<file path="config.mk">
export PLATFORM = sky130hd
export DESIGN_NAME = iir_filter_direct_form_one
export DESIGN_NICKNAME = d
export VERILOG_FILES = /design/src/sv/iirdf1_pkg.sv /design/src/sv/iirdf1_ram.sv /design/src/sv/iirdf1_mac.sv /design/src/sv/iir_filter_direct_form_one.sv
export SDC_FILE = /design/constraint.sdc
export NUM_CORES = 2
export LEC_CHECK = 0
export ABC_CLOCK_PERIOD_IN_PS = 17500
export BUFFER_PORTS_ARGS = -buffer_cell sky130_fd_sc_hd__buf_2
export CORE_MARGIN = 2
export CORE_UTILIZATION = 65
export DETAILED_ROUTE_END_ITERATION = 8
export PLACE_DENSITY_LB_ADDON = 0.3
export SLEW_MARGIN = 40
export SYNTH_ARGS = -nofsm -noshare
export SYNTH_HDL_FRONTEND = slang
export SYNTH_HIERARCHICAL = 1
export SYNTH_SLANG_ARGS = --single-unit
export TNS_END_PERCENT = 20
</file>
<file path="constraint.sdc">
create_clock -name clock -period 17.5 [get_ports clock]
set_input_delay 0.875 -clock clock [delete_from_list [all_inputs] [get_ports clock]]
set_output_delay 0.875 -clock clock [all_outputs]
set_load 0.01 [all_outputs]
</file>
<file path="src/sv/iirdf1_pkg.sv">
// Shared types, constants and codes of the direct-form-I IIR filter.
package iirdf1_pkg;

   localparam int MAX_ORDER  = 8;
   localparam int NUM_BANKS  = 4;
   localparam int TAPS       = MAX_ORDER + 1;
   localparam int FB_BASE    = NUM_BANKS * TAPS;
   localparam int COEF_DEPTH = 2 * NUM_BANKS * TAPS;
   localparam int COEF_AW    = $clog2(COEF_DEPTH);
   localparam int TAP_W      = $clog2(TAPS);
   localparam int STEP_W     = $clog2(2 * MAX_ORDER + 1);

   localparam int SAMPLE_W   = 16;
   localparam int COEF_W     = 18;
   localparam int ORDER_W    = 4;
   localparam int PROD_W     = SAMPLE_W + COEF_W;
   localparam int ACC_W      = 42;
   localparam int FRAC_W     = 15;
   localparam int RND_W      = ACC_W - FRAC_W;
   localparam int HIST_W     = 2 * SAMPLE_W;

   localparam logic [ORDER_W-1:0] ORDER_RESET = 4'd2;

   localparam logic [1:0] FUNC_FILTER = 2'd0;
   localparam logic [1:0] FUNC_WR_FF  = 2'd1;
   localparam logic [1:0] FUNC_WR_FB  = 2'd2;

   localparam logic [0:0] CSR_ORDER = 1'b0;

   typedef enum logic [2:0] {
      ST_CLEAR,
      ST_IDLE,
      ST_RUN,
      ST_DRAIN,
      ST_ROUND
   } state_type;

   typedef struct packed {
      logic signed [SAMPLE_W-1:0] x;
      logic signed [SAMPLE_W-1:0] y;
   } hist_word_type;

   typedef struct packed {
      logic             vld;
      logic             fb;
      logic [TAP_W-1:0] tap;
   } issue_tag_type;

   typedef struct packed {
      logic vld;
      logic neg;
      logic clr;
   } mac_ctl_type;

endpackage

</file>
<file path="src/sv/iirdf1_ram.sv">
// Generic simple dual-port RAM with registered read.
module iirdf1_ram #(
   parameter int WIDTH = 16,
   parameter int DEPTH = 16
) (
   input  logic                     clock,
   input  logic                     wr_en,
   input  logic [$clog2(DEPTH)-1:0] wr_addr,
   input  logic [WIDTH-1:0]         wr_data,
   input  logic                     rd_en,
   input  logic [$clog2(DEPTH)-1:0] rd_addr,
   output logic [WIDTH-1:0]         rd_data
);

   logic [WIDTH-1:0] mem_ff [DEPTH];
   logic [WIDTH-1:0] rd_data_ff;

   always_ff @(posedge clock) begin
      if (wr_en) begin
         mem_ff[wr_addr] <= wr_data;
      end
      if (rd_en) begin
         rd_data_ff <= mem_ff[rd_addr];
      end
   end

   assign rd_data = rd_data_ff;

endmodule

</file>
<file path="src/sv/iirdf1_mac.sv">
// Shared multiply-accumulate unit with rounding and saturation of the sum.
module iirdf1_mac (
   input  logic                                        clock,
   input  logic                                        reset,
   input  iirdf1_pkg::mac_ctl_type                     ctl,
   input  logic signed [iirdf1_pkg::COEF_W-1:0]        coef,
   input  logic signed [iirdf1_pkg::SAMPLE_W-1:0]      operand,
   output logic                                        busy,
   output logic signed [iirdf1_pkg::SAMPLE_W-1:0]      filtered,
   output logic                                        overflow
);

   logic signed [iirdf1_pkg::PROD_W-1:0] prod_ff, prod_in;
   logic                                 p_vld_ff;
   logic                                 p_neg_ff;
   logic signed [iirdf1_pkg::ACC_W-1:0]  acc_ff, acc_in;
   logic signed [iirdf1_pkg::ACC_W-1:0]  term;
   logic signed [iirdf1_pkg::ACC_W-1:0]  biased;
   logic signed [iirdf1_pkg::RND_W-1:0]  rnd_val;
   logic                                 sat_hi;
   logic                                 sat_lo;

   assign prod_in = coef * operand;

   always_ff @(posedge clock) begin
      if (reset) begin
         p_vld_ff <= 1'b0;
      end else begin
         p_vld_ff <= ctl.vld;
      end
      prod_ff  <= prod_in;
      p_neg_ff <= ctl.neg;
      acc_ff   <= acc_in;
   end

   always_comb begin
      term = iirdf1_pkg::ACC_W'(prod_ff);
      if (p_neg_ff) begin
         term = -term;
      end
      acc_in = acc_ff;
      if (ctl.clr) begin
         acc_in = '0;
      end else if (p_vld_ff) begin
         acc_in = acc_ff + term;
      end
   end

   assign biased  = acc_ff + iirdf1_pkg::ACC_W'(1 << (iirdf1_pkg::FRAC_W - 1));
   assign rnd_val = biased[iirdf1_pkg::ACC_W-1:iirdf1_pkg::FRAC_W];

   assign sat_hi = !rnd_val[iirdf1_pkg::RND_W-1]
                   && (|rnd_val[iirdf1_pkg::RND_W-2:iirdf1_pkg::SAMPLE_W-1]);
   assign sat_lo = rnd_val[iirdf1_pkg::RND_W-1]
                   && !(&rnd_val[iirdf1_pkg::RND_W-2:iirdf1_pkg::SAMPLE_W-1]);

   always_comb begin
      filtered = rnd_val[iirdf1_pkg::SAMPLE_W-1:0];
      if (sat_hi) begin
         filtered = {1'b0, {(iirdf1_pkg::SAMPLE_W-1){1'b1}}};
      end else if (sat_lo) begin
         filtered = {1'b1, {(iirdf1_pkg::SAMPLE_W-1){1'b0}}};
      end
   end

   assign overflow = sat_hi || sat_lo;
   assign busy     = p_vld_ff;

endmodule

</file>
<file path="src/sv/iir_filter_direct_form_one.sv">
// Top level of the direct-form-I IIR filter with four coefficient banks.
//
//   channel   direction   handshake               word
//   req       in          req_valid / req_stall   func, bank, coef_index, coef_value, sample
//   rsp       out         rsp_valid / rsp_stall   filtered, overflow
//   csr       in          psel/penable/pwrite     order_in_use at byte address 0
//
// A coefficient write leaves req_stall low. A sample holds req_stall high from acceptance
// until its result is rounded: one coefficient memory read per product through the
// shared multiply-accumulate, a pipeline drain and a rounding step.
// After reset a clearing pass zeroes both memories; req_stall is high then.
// A finished result waits in the output register; a later sample stalls only at its
// rounding step while that register is still full.
module iir_filter_direct_form_one (
   input  logic                clock,
   input  logic                reset,
   input  logic                req_valid,
   output logic                req_stall,
   input  logic [1:0]          req_func,
   input  logic [1:0]          req_bank,
   input  logic [3:0]          req_coef_index,
   input  logic signed [17:0]  req_coef_value,
   input  logic signed [15:0]  req_sample,
   output logic                rsp_valid,
   input  logic                rsp_stall,
   output logic signed [15:0]  rsp_filtered,
   output logic                rsp_overflow,
   input  logic                psel,
   input  logic                penable,
   input  logic                pwrite,
   input  logic [2:0]          paddr,
   input  logic [31:0]         pwdata,
   output logic [31:0]         prdata,
   output logic                pready
);

   iirdf1_pkg::state_type                 state_ff, state_in;
   logic [iirdf1_pkg::COEF_AW-1:0]        clr_cnt_ff, clr_cnt_in;
   logic [iirdf1_pkg::STEP_W-1:0]         step_ff, step_in;
   logic [iirdf1_pkg::ORDER_W-1:0]        order_ff;
   logic [iirdf1_pkg::TAP_W-1:0]          ord_ff;
   logic [iirdf1_pkg::COEF_AW-1:0]        bank_base_ff;
   logic signed [iirdf1_pkg::SAMPLE_W-1:0] smp_ff;
   iirdf1_pkg::issue_tag_type             s1_ff, s1_in;
   logic                                  rsp_valid_ff;
   logic signed [iirdf1_pkg::SAMPLE_W-1:0] rsp_filtered_ff;
   logic                                  rsp_overflow_ff;

   logic                                  req_take;
   logic                                  take_sample;
   logic                                  take_coef;
   logic                                  step_last;
   logic [iirdf1_pkg::TAP_W-1:0]          tap;
   logic                                  out_free;
   logic                                  round_done;
   logic                                  csr_wr;

   logic                                  coef_wr_en;
   logic [iirdf1_pkg::COEF_AW-1:0]        coef_wr_addr;
   logic [iirdf1_pkg::COEF_W-1:0]         coef_wr_data;
   logic                                  coef_rd_en;
   logic [iirdf1_pkg::COEF_AW-1:0]        coef_rd_addr;
   logic signed [iirdf1_pkg::COEF_W-1:0]  coef_rd_data;

   logic                                  hist_wr_en;
   logic [iirdf1_pkg::TAP_W-1:0]          hist_wr_addr;
   iirdf1_pkg::hist_word_type             hist_wr_data;
   logic                                  hist_rd_en;
   logic [iirdf1_pkg::TAP_W-1:0]          hist_rd_addr;
   iirdf1_pkg::hist_word_type             hist_rd_data;

   iirdf1_pkg::mac_ctl_type               mac_ctl;
   logic signed [iirdf1_pkg::SAMPLE_W-1:0] mac_operand;
   logic                                  mac_busy;
   logic signed [iirdf1_pkg::SAMPLE_W-1:0] mac_filtered;
   logic                                  mac_overflow;

   assign req_stall   = (state_ff != iirdf1_pkg::ST_IDLE);
   assign req_take    = req_valid && !req_stall;
   assign take_sample = req_take && (req_func == iirdf1_pkg::FUNC_FILTER);
   assign take_coef   = req_take
                        && (req_func == iirdf1_pkg::FUNC_WR_FF
                            || req_func == iirdf1_pkg::FUNC_WR_FB)
                        && (int'(req_bank) < iirdf1_pkg::NUM_BANKS)
                        && (int'(req_coef_index) <= iirdf1_pkg::MAX_ORDER);

   assign step_last  = (step_ff == iirdf1_pkg::STEP_W'({ord_ff, 1'b0}));
   assign tap        = ord_ff - iirdf1_pkg::TAP_W'(step_ff[iirdf1_pkg::STEP_W-1:1]);
   assign out_free   = !rsp_valid_ff || !rsp_stall;
   assign round_done = (state_ff == iirdf1_pkg::ST_ROUND) && out_free;

   // sequencer
   always_comb begin
      state_in   = state_ff;
      clr_cnt_in = clr_cnt_ff;
      step_in    = step_ff;
      unique case (state_ff)
         iirdf1_pkg::ST_CLEAR: begin
            clr_cnt_in = clr_cnt_ff + 1'b1;
            if (clr_cnt_ff == iirdf1_pkg::COEF_AW'(iirdf1_pkg::COEF_DEPTH - 1)) begin
               state_in = iirdf1_pkg::ST_IDLE;
            end
         end
         iirdf1_pkg::ST_IDLE: begin
            step_in = '0;
            if (take_sample) begin
               state_in = iirdf1_pkg::ST_RUN;
            end
         end
         iirdf1_pkg::ST_RUN: begin
            step_in = step_ff + 1'b1;
            if (step_last) begin
               state_in = iirdf1_pkg::ST_DRAIN;
            end
         end
         iirdf1_pkg::ST_DRAIN: begin
            if (!s1_ff.vld && !mac_busy) begin
               state_in = iirdf1_pkg::ST_ROUND;
            end
         end
         iirdf1_pkg::ST_ROUND: begin
            if (out_free) begin
               state_in = iirdf1_pkg::ST_IDLE;
            end
         end
         default: begin
            state_in = iirdf1_pkg::ST_CLEAR;
         end
      endcase
   end

   // memory ports
   always_comb begin
      coef_wr_en   = 1'b0;
      coef_wr_addr = clr_cnt_ff;
      coef_wr_data = '0;
      if (state_ff == iirdf1_pkg::ST_CLEAR) begin
         coef_wr_en = 1'b1;
      end else if (take_coef) begin
         coef_wr_en   = 1'b1;
         coef_wr_addr = iirdf1_pkg::COEF_AW'(
                           ((req_func == iirdf1_pkg::FUNC_WR_FB) ? iirdf1_pkg::FB_BASE : 0)
                           + int'(req_bank) * iirdf1_pkg::TAPS + int'(req_coef_index));
         coef_wr_data = req_coef_value;
      end

      coef_rd_en   = (state_ff == iirdf1_pkg::ST_RUN);
      coef_rd_addr = (step_ff[0] ? iirdf1_pkg::COEF_AW'(iirdf1_pkg::FB_BASE) : '0)
                     + bank_base_ff + iirdf1_pkg::COEF_AW'(tap);

      hist_rd_en   = (state_ff == iirdf1_pkg::ST_RUN) && !step_ff[0] && !step_last;
      hist_rd_addr = tap - 1'b1;

      hist_wr_en   = 1'b0;
      hist_wr_addr = s1_ff.tap;
      hist_wr_data = hist_rd_data;
      if (state_ff == iirdf1_pkg::ST_CLEAR) begin
         hist_wr_en   = (int'(clr_cnt_ff) < iirdf1_pkg::TAPS);
         hist_wr_addr = clr_cnt_ff[iirdf1_pkg::TAP_W-1:0];
         hist_wr_data = '0;
      end else if (s1_ff.vld && !s1_ff.fb && (s1_ff.tap != '0)) begin
         hist_wr_en = 1'b1;
      end else if (round_done) begin
         hist_wr_en     = 1'b1;
         hist_wr_addr   = '0;
         hist_wr_data.x = smp_ff;
         hist_wr_data.y = mac_filtered;
      end
   end

   always_comb begin
      s1_in.vld = (state_ff == iirdf1_pkg::ST_RUN);
      s1_in.fb  = step_ff[0];
      s1_in.tap = tap;

      mac_ctl.vld = s1_ff.vld;
      mac_ctl.neg = s1_ff.fb;
      mac_ctl.clr = take_sample;

      if (s1_ff.fb) begin
         mac_operand = hist_rd_data.y;
      end else if (s1_ff.tap == '0) begin
         mac_operand = smp_ff;
      end else begin
         mac_operand = hist_rd_data.x;
      end
   end

   assign csr_wr = psel && penable && pwrite && pready;

   always_ff @(posedge clock) begin
      if (reset) begin
         state_ff     <= iirdf1_pkg::ST_CLEAR;
         clr_cnt_ff   <= '0;
         step_ff      <= '0;
         s1_ff.vld    <= 1'b0;
         rsp_valid_ff <= 1'b0;
         order_ff     <= iirdf1_pkg::ORDER_RESET;
      end else begin
         state_ff   <= state_in;
         clr_cnt_ff <= clr_cnt_in;
         step_ff    <= step_in;
         s1_ff.vld  <= s1_in.vld;
         if (round_done) begin
            rsp_valid_ff <= 1'b1;
         end else if (!rsp_stall) begin
            rsp_valid_ff <= 1'b0;
         end
         if (csr_wr && (paddr[2:2] == iirdf1_pkg::CSR_ORDER)) begin
            order_ff <= pwdata[iirdf1_pkg::ORDER_W-1:0];
         end
      end
      s1_ff.fb  <= s1_in.fb;
      s1_ff.tap <= s1_in.tap;
      if (take_sample) begin
         smp_ff <= req_sample;
         ord_ff <= (int'(order_ff) > iirdf1_pkg::MAX_ORDER)
                   ? iirdf1_pkg::TAP_W'(iirdf1_pkg::MAX_ORDER)
                   : iirdf1_pkg::TAP_W'(order_ff);
         bank_base_ff <= iirdf1_pkg::COEF_AW'(
                            ((int'(req_bank) < iirdf1_pkg::NUM_BANKS)
                             ? int'(req_bank) : iirdf1_pkg::NUM_BANKS - 1)
                            * iirdf1_pkg::TAPS);
      end
      if (round_done) begin
         rsp_filtered_ff <= mac_filtered;
         rsp_overflow_ff <= mac_overflow;
      end
   end

   iirdf1_ram #(
      .WIDTH (iirdf1_pkg::COEF_W),
      .DEPTH (iirdf1_pkg::COEF_DEPTH)
   ) u_coef_ram (
      .clock   (clock),
      .wr_en   (coef_wr_en),
      .wr_addr (coef_wr_addr),
      .wr_data (coef_wr_data),
      .rd_en   (coef_rd_en),
      .rd_addr (coef_rd_addr),
      .rd_data (coef_rd_data)
   );

   iirdf1_ram #(
      .WIDTH (iirdf1_pkg::HIST_W),
      .DEPTH (iirdf1_pkg::TAPS)
   ) u_hist_ram (
      .clock   (clock),
      .wr_en   (hist_wr_en),
      .wr_addr (hist_wr_addr),
      .wr_data (hist_wr_data),
      .rd_en   (hist_rd_en),
      .rd_addr (hist_rd_addr),
      .rd_data (hist_rd_data)
   );

   iirdf1_mac u_mac (
      .clock    (clock),
      .reset    (reset),
      .ctl      (mac_ctl),
      .coef     (coef_rd_data),
      .operand  (mac_operand),
      .busy     (mac_busy),
      .filtered (mac_filtered),
      .overflow (mac_overflow)
   );

   assign rsp_valid    = rsp_valid_ff;
   assign rsp_filtered = rsp_filtered_ff;
   assign rsp_overflow = rsp_overflow_ff;

   assign pready = 1'b1;
   assign prdata = (paddr[2:2] == iirdf1_pkg::CSR_ORDER) ? 32'(order_ff) : '0;

endmodule

</file>
## Word level (Yosys, flattened, before mapping)

Memory sizes are Yosys's and may differ from the RTL's. A register that Yosys moved wholly into a read port is not among the register bits.
Cells that the tools add are included.

- Memories kept: 2
- Register bits: 148
- Output and inout bits: 52
- Input bits: 84
- RAM bits: 1584

Memory list:

| name | words | width | rd ports | clocked after Yosys merged registers in | write ports | RTL line | text |
|---|---|---|---|---|---|---|---|
| u_coef_ram.mem_ff | 72 | 18 | 1 | 1 | 1 | iirdf1_ram.sv:15 | `logic [WIDTH-1:0] mem_ff [DEPTH];` |
| u_hist_ram.mem_ff | 9 | 32 | 1 | 1 | 1 | iirdf1_ram.sv:15 |  |

- Equality and inequality tests: 15
- Mux-type cells: 36
- Bitwise gates (word level): 1
- $lt $le $gt $ge: 3
- Multipliers: 2
- Add/sub/neg operators: 11
- Reduce and logical (&&, ||, !) cells: 36

Operators by type and width:

| operator | number |
|---|---|
| $mux W32 | 3 |
| $mux W16 | 4 |
| $add A42 B16 Y42 const B | 1 |
| $add A42 B42 Y42 | 1 |
| $mux W42 | 1 |
| $neg A34 Y42 | 1 |
| $mux W18 | 2 |
| $mul A18 B16 Y34 | 1 |
| $mux W4 | 4 |
| $logic_and A1 B1 Y1 | 15 |
| $mux W3 | 5 |
| $pmux W3 S5 | 1 |
| $mux W7 | 2 |
| $mux W6 | 2 |
| $mux W1 | 11 |
| $reduce_and A11 Y1 | 1 |
| $reduce_or A11 Y1 | 1 |
| $logic_not A1 Y1 | 10 |
| $ne A2 B2 Y1 const B | 5 |
| $pmux W5 S2 | 1 |
| $add A6 B6 Y7 | 1 |
| $add A6 B7 Y7 | 1 |
| $add A7 B1 Y7 const B | 1 |
| $add A7 B4 Y7 | 1 |
| 25 further kinds | 28 |

## Depth between registers and ports, before layout

- Depth in word-level cells: 9
- Mapped depth: 30

## Cells and area by module

Netlist, hierarchy kept.

By module, submodules not included:

| module | instances | area an instance (um^2) | cells an instance | seq. area each (um^2) |
|---|---|---|---|---|
| iirdf1_ram at u_coef_ram | 1 | 50469.7 | 2257 | 39457.8 |
| iirdf1_mac | 1 | 16713.5 | 1934 | 1561.5 |
| iirdf1_ram at u_hist_ram | 1 | 12215.5 | 629 | 9609.2 |
| iir_filter_direct_form_one | 1 | 4245.3 | 477 | 1691.6 |

## Worst setup path before layout

Ideal clock, no wire load.

- Path type: flip-flop to flip-flop
- Start: register s1_ff[2] (netlist name)
- End: register u_mac/prod_ff[32] (netlist name)
- Arrival time: 7.273 ns
- Clock period less this slack: 7.395 ns
- Required time: 17.378 ns
- Path slack: 10.105 ns
- Stages on the path, launching flop included: 29
- Cells stage by stage: dfxtp_1 nor4_1 buf_2 buf_2 mux2i_1 o21ai_0 clkbuf_1 clkbuf_1 nand2_1 fa_1 inv_1 fa_1 fa_1 fa_1 fa_1 inv_1 fa_1 inv_1 ha_1 a21o_1 a21o_1 a21oi_1 o21a_1 o21ai_0 a2111oi_0 o21bai_1 o311ai_2 nor3_1 a311o_1

- Word-level cells in the longest chain between the ends: 4

Ends and longest elaborated chain:

| item | RTL line | text |
|---|---|---|
| start: declaration | iir_filter_direct_form_one.sv:44 | `iirdf1_pkg::issue_tag_type s1_ff, s1_in;` |
| $logic_not A4 Y1 | iir_filter_direct_form_one.sv:182 | `end else if (s1_ff.tap == '0) begin` |
| $mux W16 | iir_filter_direct_form_one.sv:182 |  |
| $mux W16 | iir_filter_direct_form_one.sv:180 | `if (s1_ff.fb) begin` |
| named net mac_operand (one bit) | iir_filter_direct_form_one.sv:73 | `logic signed [iirdf1_pkg::SAMPLE_W-1:0] mac_operand;` |
| $mul A18 B16 Y34 | iirdf1_mac.sv:23 | `assign prod_in = coef * operand;` |
| named net u_mac.prod_in (one bit) | iirdf1_mac.sv:13 | `logic signed [iirdf1_pkg::PROD_W-1:0] prod_ff, prod_in;` |
| end signal: assignment | iirdf1_mac.sv:31 | `prod_ff <= prod_in;` |
| end: declaration | iirdf1_mac.sv:13 |  |

The timed path passes the listed nets, and every way through them passes these cells.
A chain may end at the register's enable or synchronous reset.

## Worst setup path in the final report

Same ends and word-level chain as after synthesis.

==> flow_summary.toml <==
[synthesis]
synth_flop_cell = "edfxtp_1"
yosys.cell_types.count = 99
synth-seq-cells = 1777
syn_inst = 5297
yosysSeqAreaShare = 0.626
synth.area.top_cells = "edfxtp_1, mux4_2, fa_1"
synthArstFlopShare = 0
synth_edf_count = 1673
avgSynthCellArea_um2 = 15.8
synth.largest_area_cell = "edfxtp_1"
ys_warn_count = 6
synth_top_area_frac = 0.601
synth_area_um2 = 83600

[finish]
drive_gt1_frac = 0.182
fin_util = 0.719
layout_commonest_cell = "edfxtp_1"
stdcell_count = 7214
n_fill_cell = 7603
layout_common_cells = "edfxtp_1, nand2_1, inv_1"
area_growth_syn_to_layout_pct = 9.77
final_nets = 5947

[route]
drc = 0
wl_per_cell_um = 28.0
totalWireLength_um = 202000
num_vias = 47300
firstDrtPassIters = 6
drtIter0Drc = 6039
drtAntennaViolNets = 0
via_per_inst = 6.56

[cts]
cts_resized = 0
hold_buffers = 0
tritoncts = "built"
clockBufferDepth = 3
cts.clk_slew.worst_paths_ps = 60
numCtsBuffers = 167
htree_levels = 4
root_buffer = "clkbuf_16"
post-cts-setup-buffer-count = 0
clock-sinks = 1777
clkLatencyLatePin_ps = 830

[floorplanning]
dieArea_um2 = 132000
fp.dieW_um = 363
core_area_um2 = 128000
dieHeight_um = 363
ios = 136
core.rowCount = 131
initial_core_util = 0.655

[run]
maxCapViolCount = 0

[setup_path]
crit_chain = "nor4_2, buf_4, mux2i_1, o21ai_1, buf_4, nand2_1, inv_1, fa_1, fa_1, fa_1, fa_1, fa_1, inv_1, fa_1, inv_1, ha_1, a21o_1, a21o_1, or2_2, a2111oi_0, o21bai_1, o311ai_2, nor3_1, a311o_1"
end_kind = "flop"
timing.critical_path.mode_cell = "fa_1"
rr_endpoint = "u_mac/prod_ff[32]"
crit_type = "flop to flop"
r2r_start = "s1_ff[2]"
r2r_setup_slack_ps = 9140
slowest_delay_ps = 870
rr_worst_depth = 24
crit_path_top_delay_cell = "fa_1"
cp_data_required_time_ps = 18170
cp-start-kind = "flop"
crit_fanout = 19
arrival_ps = 9030

[global_route]
grt_pass1_wl_um = 301000
grt.total_usage = 0.312
grt_max_degree = 114
overflow = 0
grt_pass1_vias = 48100
antenna_found_initial = 11

[placement]
place_congestion = 0.888
dp_hpwl_um = 119000
port_buffers = 76
dp_cells = 6905

[timing]
fin_setup_tns_ps = 0
holdWs_ps = 235
maxSlewViolCount = 0
hold_violations = 0
max_freq_ghz = 0.120
slew_headroom = 0.390
rsz0062_at_grt = "false"
finClkSkew_ps = 65.9
setup_viol = 0
post-route-period-util = 0.477
timing_worst_slew_pin_value_ps = 912
fin_crit_ps = 8360

[worst_hold_path]
worstHoldStart = "req_sample[14]"
hold_path_class = "input pin to flop"
worstHoldPathCells = 1
holdPathEnd = "smp_ff[14]"

[run_status]
status = "finished clean"
per-layer routing:
metal	wire length, um	GRT usage	part of all wire	vias up
met1	72100	0.397	0.36	24000
met3	17300	0.0528	0.086	569
met2	102000	0.522	0.50	2725
met4	11200	0.162	0.055	4
met5	21	0	0.00010	-
li1	-	-	-	20000
cell usage after synthesis (all sizes together), types with 53 or more instances:
cell type  count
and2         153
mux2i        234
a21oi        170
inv          380
nor2         203
o21ai         86
ha           153
xnor2        100
clkbuf       149
buf          140
a21o          53
fa           294
nand2        397
mux2         106
dfxtp        104
edfxtp      1673
mux4         295
state kept, by name (all words and copies together), names as in the netlist, 2 cells and up:
| name | cells |
|---|---|
| mac_ctl | 2 |
| state_ff | 3 |
| s1_ff | 4 |
| u_coef_ram/rd_data | 18 |
| u_coef_ram/mem_ff | 1296 |
| ord_ff | 4 |
| u_hist_ram/mem_ff | 288 |
| rsp_filtered | 16 |
| clr_cnt_ff | 7 |
| order_ff | 4 |
| bank_base_ff | 2 |
| u_mac/prod_ff | 34 |
| step_ff | 5 |
| u_hist_ram/rd_data | 32 |
| smp_ff | 16 |
| u_mac/acc_ff | 42 |
kinds of logic (layout without fill, tap and decap cells):
group,count (synthesis),count (layout),share of synthesized area
AO/OA/AOI/OAI,649,649,0.0548
XOR/XNOR,134,134,0.0142
adder cells (fa/ha/maj),447,447,0.0933
buffers and inverters,669,891,0.0347
flip-flops,1777,1777,0.626
multiplexers,635,635,0.122
other,2,35,0.0000898
AND/OR/NAND/NOR,984,984,0.0557
worst max-delay path: cells and delay by family, from the launching register on:
family                     cells  cell delay, ps
buffers and inverters          5             820
AOI/OAI and AO/OA              7            2050
and+or+nand+nor                4             780
DFF                            1             320
muxes                          1             380
adders and majority gates      7            3850
worst max path at each step:
stage / start / to / slack [ps] / depth (start not counted)
floorplan: s1_ff[2] / u_mac/prod_ff[32] / 10110 / 28
finish: s1_ff[2] / u_mac/prod_ff[32] / 9140 / 24
CTS: s1_ff[2] / u_mac/prod_ff[32] / 9090 / 24
detailed placement: s1_ff[2] / u_mac/prod_ff[32] / 9120 / 24
global route: s1_ff[2] / u_mac/prod_ff[32] / 8730 / 24
global placement: s1_ff[2] / u_mac/prod_ff[32] / 9010 / 23
cell type report:
| class | count | area (um2) | share of cell area |
|---|---|---|---|
| Antenna cell | 6 | 15.0 | 0.000164 |
| Clock buffer | 205 | 4410 | 0.0481 |
| Clock inverter | 94 | 967 | 0.0105 |
| Inverter | 380 | 1430 | 0.0155 |
| Multi-Input combinational cell | 2878 | 29000 | 0.316 |
| Sequential cell | 1777 | 52300 | 0.570 |
| Tap cell | 1662 | 2080 | 0.0226 |
| Timing Repair Buffer | 212 | 1560 | 0.0170 |
through the flow:
stage / setup slack, ps / instance area (um2)
after floorplan: 10110 / 83700
after CTS: 9090 / 91700
after global placement: 9010 / 86100
after detailed placement: 9120 / 86300
after global routing: 8730 / 91800
final: 9140 / 91800
Power is not shown: default switching activity piles up to over one toggle a cycle in this logic, so the estimate is an artifact.
